[src/hw/rtl/idls_pkg.sv]
`timescale 1ns / 1ps
// ----------------------------------------------------------------------------
// idls_pkg
// Shared constants, codes, types and character helpers for the identity line
// field splitter.
// ----------------------------------------------------------------------------
package idls_pkg;

    localparam int MAX_LINE = 4096;
    localparam int POS_W    = $clog2(MAX_LINE + 2);
    localparam int OFS_W    = 13;

    localparam logic [POS_W-1:0] POS_LIMIT = POS_W'(MAX_LINE);
    localparam logic [POS_W-1:0] POS_OVER  = POS_W'(MAX_LINE + 1);

    // parse phase
    localparam logic [1:0] PH_SEEK_OPEN  = 2'd0;
    localparam logic [1:0] PH_SEEK_CLOSE = 2'd1;
    localparam logic [1:0] PH_TAIL       = 2'd2;

    // tail tracker state
    localparam logic [2:0] TS_IDLE = 3'd0;
    localparam logic [2:0] TS_WS1  = 3'd1;
    localparam logic [2:0] TS_DATE = 3'd2;
    localparam logic [2:0] TS_WS2  = 3'd3;
    localparam logic [2:0] TS_SIGN = 3'd4;
    localparam logic [2:0] TS_ZONE = 3'd5;
    localparam logic [2:0] TS_DONE = 3'd6;
    localparam logic [2:0] TS_FAIL = 3'd7;

    // result status
    localparam logic [1:0] ST_OK       = 2'd0;
    localparam logic [1:0] ST_NO_OPEN  = 2'd1;
    localparam logic [1:0] ST_NO_CLOSE = 2'd2;
    localparam logic [1:0] ST_TOO_LONG = 2'd3;

    // characters
    localparam logic [7:0] CH_NUL   = 8'h00;
    localparam logic [7:0] CH_TAB   = 8'h09;
    localparam logic [7:0] CH_LF    = 8'h0A;
    localparam logic [7:0] CH_CR    = 8'h0D;
    localparam logic [7:0] CH_SP    = 8'h20;
    localparam logic [7:0] CH_PLUS  = 8'h2B;
    localparam logic [7:0] CH_MINUS = 8'h2D;
    localparam logic [7:0] CH_ZERO  = 8'h30;
    localparam logic [7:0] CH_NINE  = 8'h39;
    localparam logic [7:0] CH_LT    = 8'h3C;
    localparam logic [7:0] CH_GT    = 8'h3E;

    typedef struct packed {
        logic             en;
        logic             clear;
        logic [7:0]       text;
        logic [POS_W-1:0] pos;
    } t_tail_step;

    typedef struct packed {
        logic [2:0]       state;
        logic [POS_W-1:0] date_start;
        logic [POS_W-1:0] date_stop;
        logic [POS_W-1:0] zone_start;
        logic [POS_W-1:0] zone_stop;
    } t_tail_info;

    typedef struct packed {
        logic [1:0]       status;
        logic             has_date;
        logic [OFS_W-1:0] name_stop;
        logic [OFS_W-1:0] mail_start;
        logic [OFS_W-1:0] mail_stop;
        logic [OFS_W-1:0] date_start;
        logic [OFS_W-1:0] date_stop;
        logic [OFS_W-1:0] zone_start;
        logic [OFS_W-1:0] zone_stop;
    } t_result;

    function automatic logic is_ws(input logic [7:0] c);
        return (c == CH_SP) || (c == CH_TAB) || (c == CH_LF) || (c == CH_CR);
    endfunction

    function automatic logic is_digit(input logic [7:0] c);
        return (c >= CH_ZERO) && (c <= CH_NINE);
    endfunction

    function automatic logic is_sign(input logic [7:0] c);
        return (c == CH_PLUS) || (c == CH_MINUS);
    endfunction

    function automatic logic [OFS_W-1:0] to_ofs(input logic [POS_W-1:0] p);
        return OFS_W'(p);
    endfunction

endpackage

[src/hw/rtl/idls_tail.sv]
`timescale 1ns / 1ps
// ----------------------------------------------------------------------------
// idls_tail
// Tracks the date and zone fields that follow the last closing bracket and
// exposes the updated state and offsets for the current byte.
// ----------------------------------------------------------------------------
module idls_tail (
    input  logic                i_clk,
    input  logic                i_rst_n,
    input  idls_pkg::t_tail_step i_step,
    output idls_pkg::t_tail_info o_tail
);
    import idls_pkg::*;

    logic [2:0]       r_state, n_state;
    logic [POS_W-1:0] r_date_start, n_date_start;
    logic [POS_W-1:0] r_date_stop,  n_date_stop;
    logic [POS_W-1:0] r_zone_start, n_zone_start;
    logic [POS_W-1:0] r_zone_stop,  n_zone_stop;

    always_comb begin
        n_state      = r_state;
        n_date_start = r_date_start;
        n_date_stop  = r_date_stop;
        n_zone_start = r_zone_start;
        n_zone_stop  = r_zone_stop;
        if (i_step.en) begin
            if (i_step.text == CH_GT) begin
                // a later '>' restarts the tail
                n_state      = TS_WS1;
                n_date_start = '0;
                n_date_stop  = '0;
                n_zone_start = '0;
                n_zone_stop  = '0;
            end else begin
                unique case (r_state) inside
                    TS_WS1: begin
                        if (is_digit(i_step.text)) begin
                            n_date_start = i_step.pos;
                            n_state      = TS_DATE;
                        end else if (!is_ws(i_step.text)) begin
                            n_state = TS_FAIL;
                        end
                    end
                    TS_DATE: begin
                        if (!is_digit(i_step.text)) begin
                            n_date_stop = i_step.pos;
                            if (is_ws(i_step.text)) begin
                                n_state = TS_WS2;
                            end else if (is_sign(i_step.text)) begin
                                n_zone_start = i_step.pos;
                                n_state      = TS_SIGN;
                            end else begin
                                n_state = TS_FAIL;
                            end
                        end
                    end
                    TS_WS2: begin
                        if (is_sign(i_step.text)) begin
                            n_zone_start = i_step.pos;
                            n_state      = TS_SIGN;
                        end else if (!is_ws(i_step.text)) begin
                            n_state = TS_FAIL;
                        end
                    end
                    TS_SIGN: begin
                        n_state = is_digit(i_step.text) ? TS_ZONE : TS_FAIL;
                    end
                    TS_ZONE: begin
                        if (!is_digit(i_step.text)) begin
                            n_zone_stop = i_step.pos;
                            n_state     = TS_DONE;
                        end
                    end
                    TS_IDLE, TS_DONE, TS_FAIL: begin
                        n_state = r_state;
                    end
                    default: begin
                        n_state = r_state;
                    end
                endcase
            end
        end
    end

    always_ff @(posedge i_clk) begin
        if (!i_rst_n || i_step.clear) begin
            r_state      <= TS_IDLE;
            r_date_start <= '0;
            r_date_stop  <= '0;
            r_zone_start <= '0;
            r_zone_stop  <= '0;
        end else begin
            r_state      <= n_state;
            r_date_start <= n_date_start;
            r_date_stop  <= n_date_stop;
            r_zone_start <= n_zone_start;
            r_zone_stop  <= n_zone_stop;
        end
    end

    assign o_tail.state      = n_state;
    assign o_tail.date_start = n_date_start;
    assign o_tail.date_stop  = n_date_stop;
    assign o_tail.zone_start = n_zone_start;
    assign o_tail.zone_stop  = n_zone_stop;

endmodule

[src/hw/rtl/idls_scan.sv]
`timescale 1ns / 1ps
// ----------------------------------------------------------------------------
// idls_scan
// Per-byte line scanner: byte position, bracket search, held offsets, and
// the result word formed on the line's final byte.
// ----------------------------------------------------------------------------
module idls_scan (
    input  logic              i_clk,
    input  logic              i_rst_n,
    input  logic              i_accept,
    input  logic [7:0]        i_text_byte,
    input  logic              i_line_end,
    output logic              o_push,
    output idls_pkg::t_result o_result
);
    import idls_pkg::*;

    logic [POS_W-1:0] r_pos, n_pos;
    logic [1:0]       r_phase, n_phase;
    logic             r_nul_seen, n_nul_seen;
    logic [POS_W-1:0] r_name_stop, n_name_stop;
    logic [POS_W-1:0] r_mail_start, n_mail_start;
    logic [POS_W-1:0] r_mail_stop, n_mail_stop;
    logic             pos_ok;
    logic             line_done;
    logic             dated;
    logic [POS_W-1:0] zone_stop;
    t_tail_step       tail_step;
    t_tail_info       tail;

    assign pos_ok    = r_pos < POS_LIMIT;
    assign line_done = i_accept && i_line_end;

    always_comb begin
        n_pos        = r_pos;
        n_phase      = r_phase;
        n_nul_seen   = r_nul_seen;
        n_name_stop  = r_name_stop;
        n_mail_start = r_mail_start;
        n_mail_stop  = r_mail_stop;
        if (i_accept) begin
            if (pos_ok) begin
                n_pos = r_pos + POS_W'(1);
                unique case (r_phase)
                    PH_SEEK_OPEN: begin
                        if (!r_nul_seen) begin
                            if (i_text_byte == CH_NUL) begin
                                n_nul_seen = 1'b1;
                            end else if (i_text_byte == CH_LT) begin
                                n_mail_start = r_pos + POS_W'(1);
                                n_phase      = PH_SEEK_CLOSE;
                            end else if (!is_ws(i_text_byte)) begin
                                n_name_stop = r_pos + POS_W'(1);
                            end
                        end
                    end
                    PH_SEEK_CLOSE: begin
                        if (i_text_byte == CH_GT) begin
                            n_mail_stop = r_pos;
                            n_phase     = PH_TAIL;
                        end
                    end
                    default: begin
                        n_phase = r_phase;
                    end
                endcase
            end else begin
                n_pos = POS_OVER;
            end
        end
    end

    assign tail_step.en    = i_accept && pos_ok &&
                             (((r_phase == PH_SEEK_CLOSE) && (i_text_byte == CH_GT)) ||
                              (r_phase == PH_TAIL));
    assign tail_step.clear = line_done;
    assign tail_step.text  = i_text_byte;
    assign tail_step.pos   = r_pos;

    idls_tail u_tail (
        .i_clk   (i_clk),
        .i_rst_n (i_rst_n),
        .i_step  (tail_step),
        .o_tail  (tail)
    );

    // zone digits running to the line end close at the line length
    assign zone_stop = (tail.state == TS_ZONE) ? n_pos : tail.zone_stop;

    always_comb begin
        o_result = '0;
        dated    = 1'b0;
        if (n_pos > POS_LIMIT) begin
            o_result.status = ST_TOO_LONG;
        end else begin
            unique case (n_phase)
                PH_SEEK_OPEN: begin
                    o_result.status = ST_NO_OPEN;
                end
                PH_SEEK_CLOSE: begin
                    o_result.status     = ST_NO_CLOSE;
                    o_result.name_stop  = to_ofs(n_name_stop);
                    o_result.mail_start = to_ofs(n_mail_start);
                end
                default: begin
                    dated               = (tail.state == TS_ZONE) ||
                                          (tail.state == TS_DONE);
                    o_result.status     = ST_OK;
                    o_result.has_date   = dated;
                    o_result.name_stop  = to_ofs(n_name_stop);
                    o_result.mail_start = to_ofs(n_mail_start);
                    o_result.mail_stop  = to_ofs(n_mail_stop);
                    if (dated) begin
                        o_result.date_start = to_ofs(tail.date_start);
                        o_result.date_stop  = to_ofs(tail.date_stop);
                        o_result.zone_start = to_ofs(tail.zone_start);
                        o_result.zone_stop  = to_ofs(zone_stop);
                    end
                end
            endcase
        end
    end

    assign o_push = line_done;

    always_ff @(posedge i_clk) begin
        if (!i_rst_n || line_done) begin
            r_pos        <= '0;
            r_phase      <= PH_SEEK_OPEN;
            r_nul_seen   <= 1'b0;
            r_name_stop  <= '0;
            r_mail_start <= '0;
            r_mail_stop  <= '0;
        end else begin
            r_pos        <= n_pos;
            r_phase      <= n_phase;
            r_nul_seen   <= n_nul_seen;
            r_name_stop  <= n_name_stop;
            r_mail_start <= n_mail_start;
            r_mail_stop  <= n_mail_stop;
        end
    end

endmodule

[src/hw/rtl/idls_obuf.sv]
`timescale 1ns / 1ps
// ----------------------------------------------------------------------------
// idls_obuf
// Result register with a skid entry behind it; raises full only while both
// hold a result.
// ----------------------------------------------------------------------------
module idls_obuf (
    input  logic              i_clk,
    input  logic              i_rst_n,
    input  logic              i_push,
    input  idls_pkg::t_result i_result,
    output logic              o_full,
    output logic              o_valid,
    input  logic              i_stall,
    output idls_pkg::t_result o_result
);
    import idls_pkg::*;

    logic    r_out_valid;
    logic    r_skid_valid;
    t_result r_out;
    t_result r_skid;
    logic    pop;

    assign pop = r_out_valid && !i_stall;

    always_ff @(posedge i_clk) begin
        if (!i_rst_n) begin
            r_out_valid  <= 1'b0;
            r_skid_valid <= 1'b0;
        end else if (!r_out_valid || pop) begin
            if (r_skid_valid) begin
                r_out_valid  <= 1'b1;
                r_skid_valid <= i_push;
            end else begin
                r_out_valid  <= i_push;
            end
        end else if (i_push) begin
            r_skid_valid <= 1'b1;
        end
    end

    always_ff @(posedge i_clk) begin
        if (!r_out_valid || pop) begin
            if (r_skid_valid) begin
                r_out <= r_skid;
                if (i_push) begin
                    r_skid <= i_result;
                end
            end else if (i_push) begin
                r_out <= i_result;
            end
        end else if (i_push) begin
            r_skid <= i_result;
        end
    end

    assign o_full   = r_skid_valid;
    assign o_valid  = r_out_valid;
    assign o_result = r_out;

    a_skid_behind_out: assert property (@(posedge i_clk) disable iff (!i_rst_n)
        r_skid_valid |-> r_out_valid)
        else $error("skid entry held with empty result register");

    a_no_push_when_full: assert property (@(posedge i_clk) disable iff (!i_rst_n)
        i_push |-> !r_skid_valid)
        else $error("result pushed while buffer full");

    a_stalled_kept: assert property (@(posedge i_clk) disable iff (!i_rst_n)
        (r_out_valid && i_stall) |=> r_out_valid)
        else $error("stalled result dropped");

    a_skid_drains: assert property (@(posedge i_clk) disable iff (!i_rst_n)
        (r_skid_valid && !i_stall) |=> r_out_valid)
        else $error("skid entry lost on drain");

endmodule

[src/hw/rtl/ident_line_field_splitter_unit.sv]
`timescale 1ns / 1ps
// ----------------------------------------------------------------------------
// ident_line_field_splitter_unit
// Splits an identity line, one byte per transaction, into name, mail, date
// and zone offsets, giving one result per line.
// ----------------------------------------------------------------------------
// Throughput: one byte per cycle; o_stall rises only when two results wait.
// The result of a line is registered into the result register or skid entry.
// Each byte is scanned combinationally against the running line state.
// Reset (synchronous, active low) clears the line state and empties the
// result register and its skid entry.
module ident_line_field_splitter_unit (
    input  logic        i_clk,
    input  logic        i_rst_n,
    input  logic        i_valid,
    output logic        o_stall,
    input  logic [7:0]  i_text_byte,
    input  logic        i_line_end,
    output logic        o_valid,
    input  logic        i_stall,
    output logic [1:0]  o_status,
    output logic        o_has_date,
    output logic [12:0] o_name_stop,
    output logic [12:0] o_mail_start,
    output logic [12:0] o_mail_stop,
    output logic [12:0] o_date_start,
    output logic [12:0] o_date_stop,
    output logic [12:0] o_zone_start,
    output logic [12:0] o_zone_stop
);
    import idls_pkg::*;

    logic    accept;
    logic    push;
    logic    full;
    t_result scan_result;
    t_result out_result;

    assign accept  = i_valid && !full;
    assign o_stall = full;

    idls_scan u_scan (
        .i_clk       (i_clk),
        .i_rst_n     (i_rst_n),
        .i_accept    (accept),
        .i_text_byte (i_text_byte),
        .i_line_end  (i_line_end),
        .o_push      (push),
        .o_result    (scan_result)
    );

    idls_obuf u_obuf (
        .i_clk    (i_clk),
        .i_rst_n  (i_rst_n),
        .i_push   (push),
        .i_result (scan_result),
        .o_full   (full),
        .o_valid  (o_valid),
        .i_stall  (i_stall),
        .o_result (out_result)
    );

    assign o_status     = out_result.status;
    assign o_has_date   = out_result.has_date;
    assign o_name_stop  = out_result.name_stop;
    assign o_mail_start = out_result.mail_start;
    assign o_mail_stop  = out_result.mail_stop;
    assign o_date_start = out_result.date_start;
    assign o_date_stop  = out_result.date_stop;
    assign o_zone_start = out_result.zone_start;
    assign o_zone_stop  = out_result.zone_stop;

endmodule

[config.mk]
export PLATFORM = sky130hd
export DESIGN_NAME = ident_line_field_splitter_unit
export DESIGN_NICKNAME = d
export VERILOG_FILES = /design/src/hw/rtl/idls_pkg.sv /design/src/hw/rtl/idls_tail.sv /design/src/hw/rtl/idls_scan.sv /design/src/hw/rtl/idls_obuf.sv /design/src/hw/rtl/ident_line_field_splitter_unit.sv
export SDC_FILE = /design/constraint.sdc
export NUM_CORES = 1
export LEC_CHECK = 0
export ABC_AREA = 0
export ABC_CLOCK_PERIOD_IN_PS = 17900
export BUFFER_PORTS_ARGS = -buffer_cell sky130_fd_sc_hd__buf_4
export CAP_MARGIN = 20
export CELL_PAD_IN_SITES_DETAIL_PLACEMENT = 1
export CELL_PAD_IN_SITES_GLOBAL_PLACEMENT = 2
export CORE_UTILIZATION = 43
export DETAILED_ROUTE_END_ITERATION = 16
export PLACE_DENSITY = 0.87
export SYNTH_ARGS = -nofsm -noshare
export SYNTH_HDL_FRONTEND = slang
export SYNTH_SLANG_ARGS = --single-unit
[constraint.sdc]
create_clock -name i_clk -period 17.9 [get_ports i_clk]
set_clock_uncertainty 0.2 [all_clocks]
set_input_delay 3.58 -clock i_clk [delete_from_list [all_inputs] [get_ports i_clk]]
set_output_delay 3.58 -clock i_clk [all_outputs]
set_load 0.01 [all_outputs]
Word-level counts from Yosys, hierarchy flattened
Cells that the tools add are included.
{"block": "op_classes", "addsub": 1, "n_lt_le_gt_ge": 4, "eq_ne": 19, "muxes": 74, "reduce_logical": 27}
{"operator": "two-way mux 13 bit", "n": 37}
{"operator": "two-way mux 94 bit", "n": 5}
{"operator": "two-way mux 92 bit", "n": 1}
{"operator": "two-way mux 65 bit", "n": 1}
{"operator": "two-way mux 52 bit", "n": 1}
{"operator": "equality test 8 x 6 -> 1 bit (second input constant)", "n": 5}
{"operator": "two-way mux 26 bit", "n": 1}
{"operator": "case mux 13 bit (2 select lines)", "n": 1}
{"operator": "equality test 8 x 4 -> 1 bit (second input constant)", "n": 3}
{"operator": "two-way mux 3 bit", "n": 8}
{"operator": "two-way mux 2 bit", "n": 9}
{"operator": "case mux 3 bit (5 select lines)", "n": 1}
{"operator": "adder 13 x 1 -> 13 bit (second input constant)", "n": 1}
{"operator": "greater-than comparator 13 bit (second input constant)", "n": 1}
{"operator": "less-than comparator 13 bit (second input constant)", "n": 1}
{"operator": "equality test 3 bit (second input constant)", "n": 4}
{"operator": "greater-or-equal comparator 8 x 6 -> 1 bit (second input constant)", "n": 1}
{"operator": "<= comparator 8 x 6 -> 1 bit (second input constant)", "n": 1}
{"operator": "logical NOT 8 bit", "n": 1}
{"operator": "logical OR 1 bit", "n": 8}
{"operator": "case mux 2 bit (2 select lines)", "n": 2}
{"operator": "logical AND 1 bit", "n": 7}
{"operator": "two-way mux 1 bit", "n": 7}
{"operator": "equality test 3 x 2 -> 1 bit (second input constant)", "n": 2}
{"operator": "10 further kinds", "n": 16}
{"block": "word_totals", "ff_bits": 300, "in_bits": 13, "out_inout_bits": 96, "wordCells": 156}

Longest topological paths before layout
Gate-level depths: netlist of run 1.
{"block": "logic_depth", "word_depth": 17, "mapped_depth": 10, "ltp_nobuf": 9}

Hierarchy
Synthesis of run 1 repeated with hierarchy kept, for this count alone.
{"block": "hier_totals", "hier_cells": 1081, "hier_area_um2": 13346.6}
{"mod": "idls_obuf", "n_inst": 1, "cells_each": 304, "area_each_um2": 6934.2, "seq_area_each_um2": 5685.5}
{"mod": "idls_scan", "n_inst": 1, "cells_each": 474, "area_each_um2": 3636.0, "seq_area_each_um2": 1101.1}
{"mod": "idls_tail", "n_inst": 1, "cells_each": 302, "area_each_um2": 2762.6, "seq_area_each_um2": 1101.1}
{"mod": "ident_line_field_splitter_unit", "n_inst": 1, "cells_each": 1, "area_each_um2": 13.8, "seq_area_each_um2": 0.0}

Worst setup path after synthesis of run 1
OpenSTA, ideal clock, no wires.
{"block": "synth_path", "path_kind": "input to register", "startpoint": "in i_line_end", "endpoint": "reg u_obuf.r_out, in the netlist u_obuf.o_result[0], enable pin", "setup_time_ps": 577, "arrival_ps": 8230, "required_time_ps": 17123, "setup_slack_ps": 8893, "path_stages": 2, "n_path_buf": 0, "cell_sequence": "a21oi_1 > a21oi_1"}
{"block": "synth_via", "elab_chain_cells": 3}
{"element": "from (decl)", "line_no": "ident_line_field_splitter_unit.sv:18", "source": "input logic i_line_end,"}
{"element": "logical AND 1 bit", "line_no": "idls_scan.sv:32", "source": "assign line_done = i_accept && i_line_end;"}
{"element": "nonzero test 2 bit (no line)"}
{"element": "AND reduction 2 bit (no line)"}
{"element": "to (signal assigned)", "line_no": "idls_obuf.sv:46", "source": "r_out <= r_skid;"}
{"element": "to (signal assigned)", "line_no": "idls_obuf.sv:51", "source": "r_out <= i_result;"}
{"element": "to (decl)", "line_no": "idls_obuf.sv:21", "source": "t_result r_out;"}
Every way passes these cells.
A chain may end at the register's enable or synchronous reset.

Final worst setup path of run 1
{"block": "layout_path", "startpoint": "in i_valid", "endpoint": "reg u_obuf.r_out, in the netlist u_obuf.o_result[45] (data pin)"}
{"block": "layout_via", "elab_chain_cells": 11, "elab_cells_between_ends": 19, "cone_classes": "order compare: 1; eq/ne: 3; mux: 9; reduce/logical: 6"}
{"element": "from (decl)", "line_no": "ident_line_field_splitter_unit.sv:15", "source": "input logic i_valid,"}
{"element": "logical AND 1 bit *", "line_no": "ident_line_field_splitter_unit.sv:39", "source": "assign accept = i_valid && !full;"}
{"element": "branches (longest 7 deep; another with greater-than comparator 13 bit)"}
{"element": "two-way mux 92 bit *", "line_no": "idls_scan.sv:93", "source": "if (n_pos > POS_LIMIT) begin"}
{"element": "two-way mux 94 bit *", "line_no": "idls_obuf.sv:50", "source": "end else if (i_push) begin"}
{"element": "two-way mux 94 bit *", "line_no": "idls_obuf.sv:45", "source": "if (r_skid_valid) begin"}
Every way passes the cells marked *. The select of a mux whose other input is x is not followed.

==> qor.csv, run 1 <==
stage,metric,value,unit
layout,post-layout instance area,0.0146,sq mm
timing,Fin. Hold Viols,0,
drt,DRC,0,
synth,number of synthesized flops with an enable pin,188,
setup_path,Crit-path slowest cell,nand4b_4,
setup_path,Crit path max-delay family,simple AND/OR/NAND/NOR gates,
timing,Final Slew Violations,0,
floorplan,initial cell density of the core,44.3,%
min_path,Hold Path Class,reg2reg,
clocking,Root Driver,clkbuf_16,
clocking,Clock Sinks,300,
synth,Mapped Area,0.0125,sq mm
clocking,CTS tree,done,
power_and_ir_drop,Pwr Density,97.5,mW/mm^2
synth,most area-consuming cells after synthesis,"edfxtp_1 45%, dfxtp_1 18%, mux2i_1 5.9%",
floorplan,die height,172,um
layout,fill cell count,2974,
drt,DR vias,8518,
clocking,hold buffers post-CTS,0,
timing,max_slew headroom,30.1,%
clocking,CTS buffer count,31,
clocking,clock slew at reported path FFs,0.06,ns
synth,syn_area_per_cell,11.3,sq um
setup_path,Worst EP arrival,6.56,ns
drt,Routed Antenna Nets,0,
place,Final HPWL DP,19100,um
layout,Nets,1189,
floorplan,die footprint,0.0297,sq mm
place,number of port buffers,108,
floorplan,# IOs,109,
synth,Synth top area share,45.3,%
timing,RSZ-0062 raised after global routing,false,
global_route,pin count of the biggest net entering global routing,89,
global_route,total global routing overflow,0,
drt,drt first pass iters,5,
setup_path,Worst Path Required,18.06,ns
clocking,CTS resizes,0,
synth,proportion of synthesized chip area in sequential cells,63.3,%
setup_path,CP max stage delay,0.66,ns
power_and_ir_drop,Worst IR Drop VDD,0.0758,mV
floorplan,die width,172,um
setup_path,crit path kind,in2reg,
setup_path,CP max FO,53,
power_and_ir_drop,leakage power,4.81,nW
global_route,vias in the first global route,8642,
synth,Syn Nets,1117,
global_route,antenna violations before repair,0,
power_and_ir_drop,total power,1.42,mW
timing,fmax,0.156,GHz
clocking,post-CTS setup buffer count,0,
layout,area delta synth->final,16.8,%
synth,Seq cells post-synth,300,
clocking,Longest Clk Path Bufs,3,
synth,ys async rst share,0,%
run_status,status,"finished, final reports clean",
drt,Avg WL per Cell,19.8,um
timing,setup TNS,0,ns
setup_path,crit start category,primary input,
timing,Tmin final,6.40,ns
drt,via density per instance,5.40,
place,GPL Wtd Cong,0.807,
job,# Max-Cap Violations,0,
global_route,global-route wire length before repair,49200,um
clocking,htree depth,1,
synth,Syn. warnings,0,
synth,Mapped Cells,1102,
drt,Routed WL,31200,um
synth,cell accounting for the most synthesized area,edfxtp_1,
timing,Worst Tran Pin Value,1.05,ns
floorplan,row cnt,61,
setup_path,worst path bufs/invs,1,
timing,Tcrit/Tclk final,35.8,%
synth,"Primary FF master, synth",edfxtp_1,
setup_path,cells along the critical path,buf_4 -> or3b_1 -> a2111oi_4 -> nor2_1 -> nor4_1 -> a41o_2 -> nand4b_4 -> o31ai_1,
timing,final setup fails,0,
clocking,worst skew pair latency,0.56,ns
layout,ant diodes,0,
layout,share of layout cells above drive strength 1,17.1,%
floorplan,Core Region,0.0282,sq mm
place,DP Area,0.0136,sq mm
global_route,GRT Overall Usage,21.7,%
drt,DR iter-0 viols,554,
synth,Yosys cell types,77,
setup_path,crit end category,register,
==> worst paths after layout <==
| path | from | end | slack (ns) | cells after the start |
|---|---|---|---|---|
| max | i_valid | u_obuf.o_result[45] | 11.50 | 8 |
| max reg2reg | u_scan.r_pos[0] | u_obuf.o_result[45] | 13.50 | 8 |
| min | u_scan.r_mail_stop[12] | u_scan.r_mail_stop[12] | 0.24 | 2 |
| min reg2reg | u_scan.r_mail_stop[12] | u_scan.r_mail_stop[12] | 0.24 | 2 |
==> cell usage after synthesis (all sizes together) (2+ instances only) <==
master	n
buf	25
o31ai	52
o21a	3
nand2b	11
edfxtp	188
a2111oi	3
clkbuf	57
nor2	197
nor4b	4
nand2	123
and4	3
nand4	7
dfxtp	112
nand4b	2
nor2b	7
or2	4
a211oi	2
mux2	9
xor2	4
or3b	2
nor4	8
or4b	3
ha	2
o311ai	2
and2	15
or3	5
o211ai	2
nor3	31
o21ai	51
inv	10
a22oi	14
mux2i	74
and3	8
a21oi	16
xnor2	9
nand3	9
nor3b	5
==> placed cells by master (no fill, tap or decap), drive strengths merged, types with 11 or more instances in the layout <==
master,synthesis,layout
nor2,197,197
and2,15,15
edfxtp,188,188
buf,25,121
clkbuf,57,49
inv,10,11
mux2i,74,74
nor3,31,31
o31ai,52,52
dfxtp,112,112
a22oi,14,14
a21oi,16,16
o21ai,51,51
nand2b,11,11
nand2,123,123
==> report_power, final <==
part           switching (mW)  total, mW  internal [mW]
logic                  0.0308     0.0484         0.0176
registers             0.00607      0.748          0.742
clock network           0.257      0.623          0.366
==> cell families after synthesis <==
logic type / share of synthesized area (%)
mux: 6.75
buf+inv: 3.11
flops: 63.3
simple gates: 16.9
xor+xnor: 0.913
compound gates: 8.88
fa+ha+maj: 0.201
==> metrics by stage <==
| stage | hold WS, ns | utilization [%] | instances | setup WS [ns] |
|---|---|---|---|---|
| 2_1_floorplan | 0.205 | - | 1102 | 8.89 |
| 3_3_place_gp | 0.222 | 48.1 | 1519 | 11.01 |
| 3_5_place_dp | 0.223 | 48.1 | 1519 | 10.87 |
| 4_1_cts | 0.236 | 51.7 | 1577 | 11.44 |
| 5_1_grt | 0.266 | 51.7 | 1577 | 11.18 |
| 6_report | 0.239 | 51.7 | 1577 | 11.50 |
==> worst register-to-register path, cell delays in order (launching register included) <==
cell and delay, ns:
dfxtp_1 0.85, ha_1 0.44, and2_1 0.25, and3_1 0.29, mux2_2 0.36, a22oi_1 0.23, a41o_2 0.37, nand4b_4 0.66
o31ai_1 0.55
==> metal layers <==
metal	GRT usage (%)	up-vias	part of all wire, %
met1	29.9	4217	47
li1	-	4088	-
met2	36.7	169	48
met5	0	-	0
met4	4.81	0	1.9
met3	2.56	44	3.2
==> area by class of cell <==
| class | instances | area, sq um | share of cell area (%) |
|---|---|---|---|
| flip-flops and latches | 300 | 7890 | 54.2 |
| multi-input cells | 710 | 4250 | 29.2 |
| clock buffers | 49 | 960 | 6.59 |
| repair buffers | 121 | 908 | 6.24 |
| well taps | 378 | 473 | 3.25 |
| clock inverters | 9 | 47.5 | 0.326 |
| inverters | 10 | 37.5 | 0.258 |
Note: power is estimated with default switching activity, not from simulation.
==> run 2: changes to the inputs <==
- ABC_CLOCK_PERIOD_IN_PS: 17900 -> 5280
- CORE_UTILIZATION: 43 -> 36
- PLACE_DENSITY: 0.87 -> 0.78
- clock period: 17.9 -> 5.28 ns (I/O delays scaled with it)
==> qor.csv, run 2 (synthesized netlist as in run 1, its figures left out) <==
stage,metric,value,unit,change
run_status,status,"finished, final reports clean",,
clocking,CTS tree,done,,
drt,Avg WL per Cell,19.0,um,-3.8%
setup_path,crit end category,register,,
timing,setup TNS,0,ns,unchanged
clocking,clock slew at reported path FFs,0.06,ns,about the same
setup_path,Worst EP arrival,4.14,ns,-2.42 ns
layout,Final Non-Filler Cells,1662,,+5.4%
layout,ant diodes,0,,unchanged
setup_path,crit path kind,reg2reg,,
place,DP Cell Count,1601,,+5.4%
global_route,total global routing overflow,0,,unchanged
layout,Nets,1204,,+1.3%
clocking,hold buffers post-CTS,0,,unchanged
drt,Routed Antenna Nets,0,,unchanged
power_and_ir_drop,leakage power,4.90,nW,+1.8%
drt,via density per instance,5.10,,-5.6%
layout,area delta synth->final,19.0,%,
timing,fmax,0.250,GHz,
clocking,Longest Clk Path Bufs,3,,unchanged
clocking,Clock Sinks,300,,unchanged
layout,share of layout cells above drive strength 1,17.7,%,+0.61 points
power_and_ir_drop,Pwr Density,333,mW/mm^2,+240%
floorplan,Core Region,0.0338,sq mm,+20%
setup_path,Worst Path Required,5.42,ns,-12.64 ns
job,# Max-Cap Violations,0,,unchanged
drt,drt first pass iters,4,,-1
timing,Tcrit/Tclk final,75.8,%,
drt,DR iter-0 viols,464,,-16%
floorplan,initial cell density of the core,36.9,%,-7.4 points
drt,Routed WL,31600,um,+1.4%
floorplan,die height,188,um,+9.2%
drt,DRC,0,,unchanged
floorplan,row cnt,67,,+9.8%
floorplan,die width,188,um,+9.2%
timing,RSZ-0062 raised after global routing,false,,
global_route,pin count of the biggest net entering global routing,95,,+6.7%
layout,Final Util,43.9,%,-7.8 points
global_route,antenna violations before repair,0,,unchanged
place,post-placement worst setup slack,0.783,ns,-10.08 ns
drt,DR vias,8472,,-0.54%
global_route,vias in the first global route,8642,,unchanged
timing,Fin. Hold Viols,0,,unchanged
setup_path,CP max FO,68,,+28%
place,Final HPWL DP,19900,um,+3.9%
timing,Final WS setup,1.28,ns,-10.22 ns
clocking,worst skew pair latency,0.50,ns,-0.06 ns
place,number of port buffers,108,,unchanged
timing,Worst Tran Pin Value,1.08,ns,+0.0309 ns
place,GPL Wtd Cong,0.788,,-2.3%
clocking,Root Driver,clkbuf_16,,
clocking,CTS resizes,0,,unchanged
power_and_ir_drop,total power,4.94,mW,+250%
timing,max_slew headroom,28.0,%,-2.1 points
global_route,GRT Overall Usage,18.0,%,-3.7 points
clocking,post-CTS setup buffer count,0,,unchanged
floorplan,# IOs,109,,unchanged
setup_path,crit start category,register,,
clocking,htree depth,2,,+1
clocking,CTS buffer count,34,,+9.7%
global_route,global-route wire length before repair,50000,um,+1.5%
layout,most frequent cells in the layout,"196 x nor2_1, 188 x edfxtp_1, 129 x buf_4, 121 x nand2_1, 111 x dfxtp_1",,
timing,Final Slew Violations,0,,unchanged
min_path,Hold Path Class,reg2reg,,
layout,"most common cell after layout, fill and taps aside",nor2_1,,
timing,Tmin final,4.00,ns,
power_and_ir_drop,Worst IR Drop VDD,0.196,mV,+160%
floorplan,die footprint,0.0354,sq mm,+19%
timing,final setup fails,0,,unchanged
run 2: cell count changes in the layout (fill, tap and decap cells not counted), moves of 2 or more:
cell and delta:
clkinv_1 +3, clkinv_2 -3, clkbuf_1 +2, clkbuf_8 -3, buf_4 +8, clkbuf_16 +3
buf_12 +3
run 2: path summary, 6_finish.rpt:
check | start | endpoint | slack, ns | depth (start not counted)
hold / removal | u_scan.r_mail_stop[12] | u_scan.r_mail_stop[12] | 0.24 | 2
hold reg to reg | u_scan.r_mail_stop[12] | u_scan.r_mail_stop[12] | 0.24 | 2
setup / recovery | u_obuf.o_full | u_obuf.o_result[28] | 1.28 | 8
setup reg to reg | u_obuf.o_full | u_obuf.o_result[28] | 1.28 | 8
run 2: power by group:
group	internal (mW)	switching (mW)
clock network	1.31	0.918
logic	0.0649	0.110
registers	2.52	0.0161
run 2: final cells by class:
type                       count  area (sq um)
clock buffer                  50           993
sequential                   300          7890
tap                          448           561
clock inverter                11          67.6
fill                        3637         18900
multi-input combinational    710          4250
inverter                      10          37.5
timing repair buffer         133          1040
run 2: stage by stage:
step,hold slack (ns),area [sq um]
after floorplan,0.205,12500
after global placement,0.219,13800
after detailed placement,0.229,13800
after CTS,0.239,14800
after global routing,0.264,14800
final,0.244,14800
run 2: per-layer routing:
| layer | global-route usage, % | part of all wire [%] | vias up | wire, um |
|---|---|---|---|---|
| met5 | 0 | 0 | - | 0 |
| met4 | 4.35 | 1.4 | 0 | 448 |
| met3 | 2.53 | 3.6 | 39 | 1140 |
| met2 | 29.9 | 47 | 156 | 15000 |
| met1 | 24.8 | 48 | 4157 | 15100 |
| li1 | - | - | 4120 | - |
run 2: worst max-delay path, stage by stage (launching register included):
cell	delay (ns)
dfxtp_4	0.83
nand2b_1	0.60
nor2_1	0.07
mux2_2	0.28
a22oi_1	0.27
a41o_2	0.40
nand4b_4	0.52
buf_4	0.42
o21ai_0	0.20
